===== config.mk =====
export PLATFORM = sky130hd
export DESIGN_NAME = ps2_set2_scancode_to_ascii
export DESIGN_NICKNAME = d
export VERILOG_FILES = /design/src/rtl/core/ps2sc_pkg.sv /design/src/rtl/core/ps2sc_ram.sv /design/src/rtl/core/ps2_set2_scancode_to_ascii.sv
export SDC_FILE = /design/constraint.sdc
export NUM_CORES = 1
export LEC_CHECK = 0
export BUFFER_PORTS_ARGS = -buffer_cell sky130_fd_sc_hd__buf_2
export CORE_ASPECT_RATIO = 2
export CORE_UTILIZATION = 45
export CTS_CLUSTER_DIAMETER = 30
export DETAILED_ROUTE_END_ITERATION = 12
export PLACE_DENSITY_LB_ADDON = 0.15
export SLEW_MARGIN = 20
export SYNTH_ARGS = -nofsm -noshare
export SYNTH_HDL_FRONTEND = slang
export SYNTH_SLANG_ARGS = --single-unit

===== constraint.sdc =====
create_clock -name clk -period 4.8 [get_ports clk]
set_input_delay 0.72 -clock clk [delete_from_list [all_inputs] [get_ports clk]]
set_output_delay 0.72 -clock clk [all_outputs]
set_load 0.05 [all_outputs]

===== src/rtl/core/ps2sc_pkg.sv =====
// Package for the PS/2 set 2 scancode decoder: state layout, scancode constants
// and the unshifted and shifted character tables.
// It depends on nothing else and is imported by the decoder top level and the testbench.
package ps2sc_pkg;

  typedef enum logic [1:0] {
    PH_NONE      = 2'd0,
    PH_BREAK     = 2'd1,
    PH_EXT       = 2'd2,
    PH_EXT_BREAK = 2'd3
  } phase_t;

  typedef enum logic [1:0] {
    CUR_NONE  = 2'd0,
    CUR_LEFT  = 2'd1,
    CUR_RIGHT = 2'd2,
    CUR_RSVD  = 2'd3
  } cursor_t;

  typedef enum logic [1:0] {
    REG_COLOUR_ONE   = 2'd0,
    REG_COLOUR_TWO   = 2'd1,
    REG_COLOUR_THREE = 2'd2,
    REG_NONE         = 2'd3
  } reg_idx_t;

  typedef struct packed {
    phase_t phase;
    logic   lshift;
    logic   rshift;
    logic   alt;
    logic   caps;
  } kbd_state_t;

  localparam int unsigned STATE_W = $bits(kbd_state_t);

  localparam logic [7:0] CODE_EXTENDED = 8'hE0;
  localparam logic [7:0] CODE_BREAK    = 8'hF0;
  localparam logic [7:0] CODE_LSHIFT   = 8'h12;
  localparam logic [7:0] CODE_RSHIFT   = 8'h59;
  localparam logic [7:0] CODE_LALT     = 8'h11;
  localparam logic [7:0] CODE_SPACE    = 8'h29;
  localparam logic [7:0] CODE_BKSP     = 8'h66;
  localparam logic [7:0] CODE_CAPS     = 8'h58;
  localparam logic [7:0] CODE_KP1      = 8'h69;
  localparam logic [7:0] CODE_KP2      = 8'h72;
  localparam logic [7:0] CODE_KP3      = 8'h7A;
  localparam logic [7:0] CODE_LEFT     = 8'h6B;
  localparam logic [7:0] CODE_RIGHT    = 8'h74;
  localparam logic [7:0] CODE_KEY1     = 8'h16;
  localparam logic [7:0] CODE_KEY2     = 8'h1E;

  localparam logic [7:0] CASE_BIT   = 8'h20;
  localparam logic [7:0] CHAR_ZERO  = 8'h30;
  localparam logic [7:0] CHAR_SPACE = 8'h20;
  localparam logic [7:0] CHAR_BKSP  = 8'h08;

  localparam logic [7:0] COLOUR_ONE_RST   = 8'd7;
  localparam logic [7:0] COLOUR_TWO_RST   = 8'd10;
  localparam logic [7:0] COLOUR_THREE_RST = 8'd20;

  function automatic logic [7:0] plain_map(input logic [7:0] code);
    logic [7:0] c;
    unique case (code)
      8'h0D: c = 8'h09;
      8'h0E: c = 8'h60;
      8'h15: c = "q";
      8'h16: c = "1";
      8'h1A: c = "z";
      8'h1B: c = "s";
      8'h1C: c = "a";
      8'h1D: c = "w";
      8'h1E: c = "2";
      8'h21: c = "c";
      8'h22: c = "x";
      8'h23: c = "d";
      8'h24: c = "e";
      8'h25: c = "4";
      8'h26: c = "3";
      8'h2A: c = "v";
      8'h2B: c = "f";
      8'h2C: c = "t";
      8'h2D: c = "r";
      8'h2E: c = "5";
      8'h31: c = "n";
      8'h32: c = "b";
      8'h33: c = "h";
      8'h34: c = "g";
      8'h35: c = "y";
      8'h36: c = "6";
      8'h3A: c = "m";
      8'h3B: c = "j";
      8'h3C: c = "u";
      8'h3D: c = "7";
      8'h3E: c = "8";
      8'h41: c = ",";
      8'h42: c = "k";
      8'h43: c = "i";
      8'h44: c = "o";
      8'h45: c = "0";
      8'h46: c = "9";
      8'h49: c = ".";
      8'h4A: c = "/";
      8'h4B: c = "l";
      8'h4C: c = ";";
      8'h4D: c = "p";
      8'h4E: c = "-";
      8'h52: c = 8'h27;
      8'h54: c = "[";
      8'h55: c = "=";
      8'h5A: c = 8'h0A;
      8'h5B: c = "]";
      8'h5D: c = 8'h5C;
      8'h66: c = 8'h08;
      8'h76: c = 8'h1B;
      default: c = 8'h00;
    endcase
    return c;
  endfunction

  function automatic logic [7:0] shift_map(input logic [7:0] code);
    logic [7:0] c;
    unique case (code)
      8'h0E: c = "~";
      8'h15: c = "Q";
      8'h16: c = "!";
      8'h1A: c = "Z";
      8'h1B: c = "S";
      8'h1C: c = "A";
      8'h1D: c = "W";
      8'h1E: c = "@";
      8'h21: c = "C";
      8'h22: c = "X";
      8'h23: c = "D";
      8'h24: c = "E";
      8'h25: c = "$";
      8'h26: c = "#";
      8'h2A: c = "V";
      8'h2B: c = "F";
      8'h2C: c = "T";
      8'h2D: c = "R";
      8'h2E: c = "%";
      8'h31: c = "N";
      8'h32: c = "B";
      8'h33: c = "H";
      8'h34: c = "G";
      8'h35: c = "Y";
      8'h36: c = "^";
      8'h3A: c = "M";
      8'h3B: c = "J";
      8'h3C: c = "U";
      8'h3D: c = "&";
      8'h3E: c = "*";
      8'h41: c = "<";
      8'h42: c = "K";
      8'h43: c = "I";
      8'h44: c = "O";
      8'h45: c = ")";
      8'h46: c = "(";
      8'h49: c = ">";
      8'h4A: c = "?";
      8'h4B: c = "L";
      8'h4C: c = ":";
      8'h4D: c = "P";
      8'h4E: c = "_";
      8'h52: c = 8'h22;
      8'h54: c = "{";
      8'h55: c = "+";
      8'h5A: c = 8'h0A;
      8'h5B: c = "}";
      8'h5D: c = "|";
      8'h66: c = 8'h08;
      8'h76: c = 8'h1B;
      default: c = 8'h00;
    endcase
    return c;
  endfunction

  function automatic logic is_letter(input logic [7:0] c);
    return ((c >= 8'h61) && (c <= 8'h7A)) || ((c >= 8'h41) && (c <= 8'h5A));
  endfunction

endpackage


===== src/rtl/core/ps2sc_ram.sv =====
// Generic single-port-write, single-port-read RAM with a registered read.
// It has no dependencies; width and depth are set by parameters.
module ps2sc_ram #(
  parameter int unsigned DATA_W = 8,
  parameter int unsigned DEPTH  = 2,
  parameter int unsigned ADDR_W = (DEPTH > 1) ? $clog2(DEPTH) : 1
) (
  input  logic              clk,
  input  logic              we,
  input  logic [ADDR_W-1:0] waddr,
  input  logic [DATA_W-1:0] wdata,
  input  logic              re,
  input  logic [ADDR_W-1:0] raddr,
  output logic [DATA_W-1:0] rdata
);

  logic [DATA_W-1:0] mem [DEPTH];
  logic [DATA_W-1:0] rdata_r;

  always_ff @(posedge clk) begin
    if (we) begin
      mem[waddr] <= wdata;
    end
    if (re) begin
      rdata_r <= mem[raddr];
    end
  end

  assign rdata = rdata_r;

endmodule


===== src/rtl/core/ps2_set2_scancode_to_ascii.sv =====
// Top level of the PS/2 set 2 scancode decoder, with its APB register port.
// It depends on ps2sc_pkg and instantiates ps2sc_ram for the keyboard state.
//
// The decoder takes one scancode byte per clock while the output is not stalled and
// gives exactly one result beat for each byte, via the stage 1 and output registers.
// The prefix, shift, alt and caps lock state sits in a one-entry state RAM, read when
// a byte is accepted and written back when its result moves to the output register;
// a forwarding register covers a byte accepted as the one before is written back,
// so the read-modify-write loop sustains one byte per cycle. An output register parts
// the two channels, so one byte can be accepted while a result waits to be taken.
// The colour registers lie at byte addresses 0, 4 and 8 and should be written
// while the decoder is idle.
module ps2_set2_scancode_to_ascii #(
  parameter int unsigned TABLE_ENTRIES = 132
) (
  input  logic        clk,
  input  logic        rst_n,
  input  logic        in_valid,
  output logic        in_stall,
  input  logic [7:0]  in_scan_byte,
  output logic        out_valid,
  input  logic        out_stall,
  output logic [7:0]  out_ascii_code,
  output logic [1:0]  out_cursor_move,
  output logic        out_colour_valid,
  output logic [7:0]  out_colour_value,
  input  logic        psel,
  input  logic        penable,
  input  logic        pwrite,
  input  logic [3:0]  paddr,
  input  logic [31:0] pwdata,
  output logic [31:0] prdata,
  output logic        pready
);
  import ps2sc_pkg::*;

  logic [7:0] colour_one_r;
  logic [7:0] colour_two_r;
  logic [7:0] colour_three_r;
  reg_idx_t   reg_idx;
  logic       cfg_wr;

  logic       s1_v_r;
  logic [7:0] s1_code_r;
  logic       s1_adv;
  logic       in_accept;

  logic             fwd_r;
  kbd_state_t       fwd_data_r;
  logic             ram_written_r;
  logic             rd_valid_r;
  logic [STATE_W-1:0] ram_rdata;

  kbd_state_t st;
  kbd_state_t nst;
  logic       released;
  logic       in_range;
  logic [7:0] lk_raw;
  logic [7:0] lk;
  logic [7:0] ch;
  cursor_t    cur;
  logic       cvalid;
  logic [7:0] cval;

  logic       out_valid_r;
  logic [7:0] out_ascii_r;
  cursor_t    out_cursor_r;
  logic       out_cvalid_r;
  logic [7:0] out_cval_r;

  // Register port.
  assign pready  = 1'b1;
  assign reg_idx = reg_idx_t'(paddr[3:2]);
  assign cfg_wr  = psel && penable && pwrite && pready;

  always_ff @(posedge clk) begin
    if (!rst_n) begin
      colour_one_r   <= COLOUR_ONE_RST;
      colour_two_r   <= COLOUR_TWO_RST;
      colour_three_r <= COLOUR_THREE_RST;
    end else if (cfg_wr) begin
      unique case (reg_idx)
        REG_COLOUR_ONE:   colour_one_r   <= pwdata[7:0];
        REG_COLOUR_TWO:   colour_two_r   <= pwdata[7:0];
        REG_COLOUR_THREE: colour_three_r <= pwdata[7:0];
        REG_NONE:         ;
      endcase
    end
  end

  always_comb begin
    prdata = '0;
    unique case (reg_idx)
      REG_COLOUR_ONE:   prdata[7:0] = colour_one_r;
      REG_COLOUR_TWO:   prdata[7:0] = colour_two_r;
      REG_COLOUR_THREE: prdata[7:0] = colour_three_r;
      REG_NONE:         prdata = '0;
    endcase
  end

  // Handshake and pipeline control.
  assign s1_adv    = s1_v_r && (!out_valid_r || !out_stall);
  assign in_stall  = s1_v_r && !s1_adv;
  assign in_accept = in_valid && !in_stall;

  always_ff @(posedge clk) begin
    if (!rst_n) begin
      s1_v_r        <= 1'b0;
      fwd_r         <= 1'b0;
      ram_written_r <= 1'b0;
      rd_valid_r    <= 1'b0;
      out_valid_r   <= 1'b0;
    end else begin
      if (in_accept) begin
        s1_v_r     <= 1'b1;
        fwd_r      <= s1_adv;
        rd_valid_r <= ram_written_r;
      end else if (s1_adv) begin
        s1_v_r <= 1'b0;
      end
      if (s1_adv) begin
        ram_written_r <= 1'b1;
        out_valid_r   <= 1'b1;
      end else if (!out_stall) begin
        out_valid_r <= 1'b0;
      end
    end
  end

  always_ff @(posedge clk) begin
    if (in_accept) begin
      s1_code_r <= in_scan_byte;
    end
    if (s1_adv) begin
      fwd_data_r   <= nst;
      out_ascii_r  <= ch;
      out_cursor_r <= cur;
      out_cvalid_r <= cvalid;
      out_cval_r   <= cval;
    end
  end

  ps2sc_ram #(
    .DATA_W (STATE_W),
    .DEPTH  (1)
  ) u_state_ram (
    .clk   (clk),
    .we    (s1_adv),
    .waddr (1'b0),
    .wdata (nst),
    .re    (in_accept),
    .raddr (1'b0),
    .rdata (ram_rdata)
  );

  // State as seen by the byte in stage 1.
  always_comb begin
    priority if (fwd_r) begin
      st = fwd_data_r;
    end else if (rd_valid_r) begin
      st = kbd_state_t'(ram_rdata);
    end else begin
      st = '0;
    end
  end

  // Table lookup with shift and caps lock.
  assign in_range = (s1_code_r != 8'h00) && (32'(s1_code_r) < TABLE_ENTRIES);
  assign lk_raw   = (st.lshift || st.rshift) ? shift_map(s1_code_r) : plain_map(s1_code_r);

  always_comb begin
    lk = lk_raw;
    if (st.caps && is_letter(lk_raw)) begin
      lk = lk_raw ^ CASE_BIT;
    end
    if (!in_range) begin
      lk = 8'h00;
    end
  end

  // Byte decode.
  always_comb begin
    nst      = st;
    ch       = 8'h00;
    cur      = CUR_NONE;
    cvalid   = 1'b0;
    cval     = 8'h00;
    released = (st.phase == PH_BREAK);
    priority if (st.phase == PH_EXT) begin
      if (s1_code_r == CODE_BREAK) begin
        nst.phase = PH_EXT_BREAK;
      end else begin
        nst.phase = PH_NONE;
        if (s1_code_r == CODE_LEFT) begin
          cur = CUR_LEFT;
        end else if (s1_code_r == CODE_RIGHT) begin
          cur = CUR_RIGHT;
        end
      end
    end else if (st.phase == PH_EXT_BREAK) begin
      nst.phase = PH_NONE;
    end else if (st.phase == PH_NONE && s1_code_r == CODE_EXTENDED) begin
      nst.phase = PH_EXT;
    end else if (st.phase == PH_NONE && s1_code_r == CODE_BREAK) begin
      nst.phase = PH_BREAK;
    end else begin
      nst.phase = PH_NONE;
      priority if (s1_code_r == CODE_LSHIFT) begin
        nst.lshift = !released;
      end else if (s1_code_r == CODE_RSHIFT) begin
        nst.rshift = !released;
      end else if (s1_code_r == CODE_LALT) begin
        nst.alt = !released;
      end else if (s1_code_r == CODE_SPACE) begin
        ch = released ? 8'h00 : CHAR_SPACE;
      end else if (s1_code_r == CODE_BKSP) begin
        ch = released ? 8'h00 : CHAR_BKSP;
      end else if (s1_code_r == CODE_CAPS) begin
        if (!released) begin
          nst.caps = !st.caps;
        end
      end else if (s1_code_r == CODE_KP1) begin
        cvalid = 1'b1;
        cval   = colour_one_r;
      end else if (s1_code_r == CODE_KP2) begin
        cvalid = 1'b1;
        cval   = colour_two_r;
      end else if (s1_code_r == CODE_KP3) begin
        cvalid = 1'b1;
        cval   = colour_three_r;
      end else if (!released) begin
        if (st.alt && (s1_code_r == CODE_KEY1 || s1_code_r == CODE_KEY2)) begin
          ch = CHAR_ZERO - lk;
        end else begin
          ch = lk;
        end
      end
    end
  end

  assign out_valid        = out_valid_r;
  assign out_ascii_code   = out_ascii_r;
  assign out_cursor_move  = out_cursor_r;
  assign out_colour_valid = out_cvalid_r;
  assign out_colour_value = out_cval_r;

`ifndef SYNTH
  a_fwd_after_overlap: assert property (@(posedge clk) disable iff (!rst_n)
    (s1_adv && in_accept) |=> fwd_r)
    else $error("back-to-back byte did not take the forwarded state");

  a_no_fwd_when_empty: assert property (@(posedge clk) disable iff (!rst_n)
    (in_accept && !s1_v_r) |=> !fwd_r)
    else $error("forwarding selected with no earlier byte in flight");

  a_one_event: assert property (@(posedge clk) disable iff (!rst_n)
    out_valid_r |-> !((out_cursor_r != CUR_NONE) && (out_cvalid_r || out_ascii_r != 8'h00)))
    else $error("cursor event given together with another event");

  a_colour_zero: assert property (@(posedge clk) disable iff (!rst_n)
    (out_valid_r && !out_cvalid_r) |-> (out_cval_r == 8'h00))
    else $error("colour value set without a colour event");

  a_cursor_code: assert property (@(posedge clk) disable iff (!rst_n)
    out_valid_r |-> (out_cursor_r != CUR_RSVD))
    else $error("reserved cursor code given");
`endif

endmodule


After elaboration in Yosys (flattened, before gate mapping)

Memories as Yosys holds them, arrays and structs flattened. A register that Yosys moved wholly into a read port is not among the register bits.
Cells that the tools add are included.

Add/sub/neg operators: 1
$lt $le $gt $ge: 5
Equality and inequality tests: 22
Multiplexer cells: 53
Bitwise gates (word level): 2
Reductions and logical operators: 33

Operator list:

| cell                                                                                | count |
|---|---|
| 8-bit 2-to-1 mux                                                                    | 15 |
| 8-bit by 7-bit == test with 1-bit output, second input constant                     | 8 |
| 8-bit by 5-bit == test with 1-bit output, second input constant                     | 4 |
| 8-bit one-hot mux with 4 select lines                                               | 1 |
| 6-bit 2-to-1 mux                                                                    | 4 |
| 4-bit 2-to-1 mux                                                                    | 5 |
| 1-bit 2-to-1 mux                                                                    | 19 |
| 8-bit == test, second input constant                                                | 2 |
| 8-bit by 7-bit greater-or-equal comparator with 1-bit output, second input constant | 2 |
| 8-bit by 7-bit less-or-equal comparator with 1-bit output, second input constant    | 2 |
| 7-bit 2-to-1 mux                                                                    | 2 |
| 1-bit logical AND                                                                   | 12 |
| 2-bit 2-to-1 mux                                                                    | 6 |
| 10-bit OR reduction                                                                 | 1 |
| 2-bit == test, second input constant                                                | 4 |
| 8-bit by 6-bit == test with 1-bit output, second input constant                     | 1 |
| 8-bit less-than comparator, second input constant                                   | 1 |
| 8-bit nonzero test                                                                  | 1 |
| 6-bit by 8-bit subtractor with 8-bit output, first input constant                   | 1 |
| 7-bit OR reduction                                                                  | 1 |
| 1-bit logical NOT                                                                   | 6 |
| 2-bit AND reduction                                                                 | 3 |
| 2-bit by 1-bit == test with 1-bit output, second input constant                     | 2 |
| 2-bit logical NOT                                                                   | 2 |
| other kinds (7)                                                                     | 11 |

Register bits after elaboration: 62
Bits in writable memories: 6
ROM bits: 1792
Output and inout bits: 54
Word-level logic and storage cells: 138
Memories: 3

Memories:

| memory          | words | bits a word | rd ports | clocked after Yosys merged registers in | write ports | RTL line         | source |
|---|---|---|---|---|---|---|---|
| (no name shown) | 128   | 7           | 1        | 1                                       | 0           | ps2sc_pkg.sv:64  | `unique case (code)` |
| (no name shown) | 128   | 7           | 1        | 1                                       | 0           | ps2sc_pkg.sv:123 | `unique case (code)` |
| u_state_ram.mem | 1     | 6           | 1        | 1                                       | 1           | ps2sc_ram.sv:17  | `logic [DATA_W-1:0] mem [DEPTH];` |

Depth between registers and ports, before layout

Word-level depth: 19
Gate-level depth with buffers: 13
Mapped depth without buffers: 11

Hierarchy

From an unflattened synthesis, not the netlist that was laid out.

Cell total of the unflattened synthesis: 670
Area, all modules: 5978.2 sq um

By module, submodules not included:

| module                     | times used | cells an instance | area each (sq um) | seq. area each (sq um) |
|---|---|---|---|---|
| ps2_set2_scancode_to_ascii | 1          | 658               | 5617.9            | 1851.8 |
| ps2sc_ram                  | 1          | 12                | 360.3             | 360.3 |

Worst setup path before layout

No wires, ideal clock.

Path kind: input-to-output
Start point: input paddr[2]
End point: output prdata[5]
Data arrival time: 2639 ps
Setup slack: 1441 ps
Cell stages on the path: 4
Cell sequence: clkbuf_1 -> clkbuf_1 -> mux2i_1 -> o21ai_0

Longest elaborated chain between the ends: 2
Elaborated cells between the ends (all ways): 5
Those cells by class: eq/ne (3); mux (1); reduce/logical (1)

RTL lines:

| element                                     | RTL line                         | source |
|---|---|---|
| start, declared                             | ps2_set2_scancode_to_ascii.sv:30 | `input logic [3:0] paddr,` |
| 2-bit == test, or another cell as far along | ps2_set2_scancode_to_ascii.sv:93 | `unique case (reg_idx)` |
| 8-bit one-hot mux with 4 select lines *     | ps2_set2_scancode_to_ascii.sv:93 |  |
| end, declared                               | ps2_set2_scancode_to_ascii.sv:32 | `output logic [31:0] prdata,` |

Mark *: on every way between the ends. The rest lies on a longest branch, timed or not.

==> flow_metrics.tcl <==
set metrics [dict create \
    status "finished, final reports clean" \
    worstSetupEndpointType "flip-flop" \
    cts_sinks 82 \
    slew-limit-headroom 0.2854 \
    final_critical_path_setup_slack_ns 1.468 \
    die_x_um 82.40 \
    max-clock-path-buffers 2 \
    timing.rr.start "fwd_r" \
    die_height_um 162.8 \
    initial_drt_markers 397 \
    drive_above_1_share 0.1572 \
    grt-ovfl-total 0 \
    route.top_layer_used "met4" \
    placed_cells_incl_taps 853 \
    detail_route.wirelength_um 18840 \
    timing.final.setup_violations 0 \
    htreeDepth 3 \
    worstSkewPairLatency_ns 0.34 \
    grt_usage 0.2931 \
    max_cap_violations 0 \
    port-buffer-count 53 \
    post-synth-top-area-cell "sky130_fd_sc_hd__edfxtp_1" \
    remaining_drc_errors 0 \
    antenna_violating_nets_remaining 0 \
    cts_tree "yes" \
    unrepaired_setup_endpoints_after_global_routing "no" \
    power.net_switching_w 0.0006825 \
    timing.final.max_slew_violations 0 \
    die-area_um2 13420 \
    finalNonFillerCells 869 \
    timing.final.crit_share 0.6941 \
    sw_frac_of_total 0.3452 \
    detailroute.via_count 5529 \
    syn_to_final_growth_pct 9.032 \
    final.setup.tns_ns 0 \
    synth_cell_types 79 \
    critical_path_peak_fanout 20 \
    finalWeightedCongestion 0.9997 \
    min_from "u_state_ram.mem[0][0]" \
    yosysWarnings 0 \
    fin_nets 777 \
    power_per_cell_area_nw_per_um2 311.7 \
    synthesis.area_um2 5818 \
    via_per_inst 6.362 \
    tightestPinTransition_ns 1.066 \
    post_cts_hold_buffer_count 0 \
    grt_antenna_before_repair 0 \
    post-route-min-period_ns 3.332 \
    cts_repair_resize_count 0 \
    fillCellCount 1253 \
    tritoncts.num_buffers 9 \
    yosysTopAreaCellShare 0.2013 \
    yosysSeqAreaShare 0.3492 \
    fp-row-count 58 \
    syn-mean-instance-area_um2 8.494 \
    post_synth_main_area_contributors "sky130_fd_sc_hd__edfxtp_1 20%, sky130_fd_sc_hd__dfxtp_1 15%, sky130_fd_sc_hd__mux2i_1 6.0%" \
    half_perimeter_wire_length_after_detailed_placement_um 14370 \
    placeableCoreArea_um2 12550 \
    first_global_vias 5451 \
    routed_wire_length_per_instance_um 21.68 \
    synth_edf_count 39 \
    hold_path.class "flip-flop to flip-flop" \
    floorplan.initialDensity 0.4634 \
    worst_ep_arrival_time_ns 3.55 \
    mostFrequentLayoutCells "68 x sky130_fd_sc_hd__nand2_1, 58 x sky130_fd_sc_hd__nor2_1, 53 x sky130_fd_sc_hd__buf_2" \
    cts_root_buffer "sky130_fd_sc_hd__clkbuf_16" \
    antenna_diode_count 0 \
    finalHoldViolCount 0 \
    timing.critical_path.from "out_stall" \
    global_route_wire_length_before_repair_um 28810 \
    worst-setup-path-type "input pin to flip-flop" \
    kind_of_start_point_of_the_critical_path "input pin" \
    worst_path_required_ns 5.02 \
    grt_max_degree 34 \
    ir_drop_mv 0.2781 \
    synth-async-reset-ratio 0 \
    firstDrtPassIters 6 \
    total_leakage_power_nw 2.375 \
    dr_wl_met3_um 881 \
    wl_met2_um 10270 \
    pwr-share-clk 0.331 \
    io_pins 105 \
    cellInternalPower_w 0.001295 \
    layout_commonest_cell "sky130_fd_sc_hd__nand2_1" \
    multi_input_gate_area_um2 3438 \
    synth-seq-cells 82 \
    share_comb_of_total_power 0.258 \
    seq_area_um2 2032 \
    detailed_route_wire_length_on_metal_1_um 6036 \
    skew_ns 0.006877 \
    ys_dominant_reg_cell "sky130_fd_sc_hd__dfxtp_1" \
    clock.fmax_ghz 0.3001 \
    dpl_worst_slack_ns 1.316 \
    post_cts.repair.setup_buffers 0 \
    clock_pin_slew_on_the_worst_setup_and_hold_paths_ns 0.06 \
    share_seq_of_total_power 0.411 \
    synthesis.instances 685 \
]
cell usage after synthesis (13+ instances only):
cell / count
sky130_fd_sc_hd__mux2_2: 13
sky130_fd_sc_hd__o21ai_0: 34
sky130_fd_sc_hd__buf_4: 28
sky130_fd_sc_hd__nor2b_1: 17
sky130_fd_sc_hd__a21oi_1: 37
sky130_fd_sc_hd__clkbuf_1: 23
sky130_fd_sc_hd__dfxtp_1: 43
sky130_fd_sc_hd__nand2_1: 68
sky130_fd_sc_hd__nor3_1: 19
sky130_fd_sc_hd__mux2i_1: 35
sky130_fd_sc_hd__o211ai_1: 13
sky130_fd_sc_hd__nand3_1: 26
sky130_fd_sc_hd__buf_2: 14
sky130_fd_sc_hd__edfxtp_1: 39
sky130_fd_sc_hd__a22oi_1: 14
sky130_fd_sc_hd__nand2b_1: 19
sky130_fd_sc_hd__nor2_1: 58
worst max-delay path, stage by stage:
cell,delay [ns]
sky130_fd_sc_hd__buf_2,0.17
sky130_fd_sc_hd__nand3_2,0.17
sky130_fd_sc_hd__inv_2,0.18
sky130_fd_sc_hd__o211a_1,0.64
sky130_fd_sc_hd__inv_2,0.15
sky130_fd_sc_hd__ha_1,0.29
sky130_fd_sc_hd__a22o_1,0.23
sky130_fd_sc_hd__o31ai_1,0.74
sky130_fd_sc_hd__nand2b_1,0.20
sky130_fd_sc_hd__nand3_1,0.06
cells by family (layout without fill, tap and decap cells):
kind of cell               count (synthesis)  count (layout)  synth area share
other                                      2              25          0.001291
adders and majority gates                 12              12           0.02581
and+or+nand+nor                          261             261            0.2290
muxes                                     49              49           0.08731
AOI/OAI and AO/OA                        190             190            0.2215
DFF                                       82              82            0.3492
buffers and inverters                     82              93           0.07527
xor gates and xnor gates                   7               7           0.01054
metal layers:
layer | GRT usage | vias to the layer above
li1 | - | 2553
met1 | 0.2648 | 2621
met2 | 0.5424 | 266
met3 | 0.04090 | 89
met4 | 0.2432 | 0
met5 | 0 | -
final timing paths:
| kind | end | slack [ns] | depth (start not counted) |
|---|---|---|---|
| setup reg to reg | u_state_ram.mem[0][0] | 1.48 | 9 |
| hold / removal | u_state_ram.rdata[0] | 0.46 | 0 |
| setup / recovery | flip-flop | 1.47 | 10 |
| hold reg to reg | u_state_ram.rdata[0] | 0.46 | 0 |
per-stage QoR:
step / power, W / utilization / instance area [µm²] / hold WS (ns)
after floorplan: 0.001201 / - / 5904 / 0.4268
after global placement: 0.001318 / 0.4823 / 6055 / 0.4382
after detailed placement: 0.001323 / 0.4823 / 6055 / 0.4414
after CTS: 0.001978 / 0.5053 / 6344 / 0.4497
after global routing: 0.002055 / 0.5053 / 6344 / 0.4645
final: 0.001977 / 0.5053 / 6344 / 0.4554
cell type report:
cell class                      instances  share of cell area
Multi-Input combinational cell        544              0.5420
Inverter                               13            0.007692
Clock inverter                          6            0.007890
Clock buffer                           10             0.03767
Tap cell                              150             0.02959
Timing Repair Buffer                   64             0.05483
Sequential cell                        82              0.3203
power by group through the flow:
stage / clock, W / sequential (W) / combinational [W]
detailed placement: 0 / 0.000828 / 0.000495
finish: 0.000655 / 0.000813 / 0.000509
CTS: 0.000667 / 0.000813 / 0.000497
global placement: 0 / 0.000826 / 0.000491
floorplan: 0 / 0.000835 / 0.000366
global route: 0.000688 / 0.000820 / 0.000547
(Power assumes the default switching activity.)
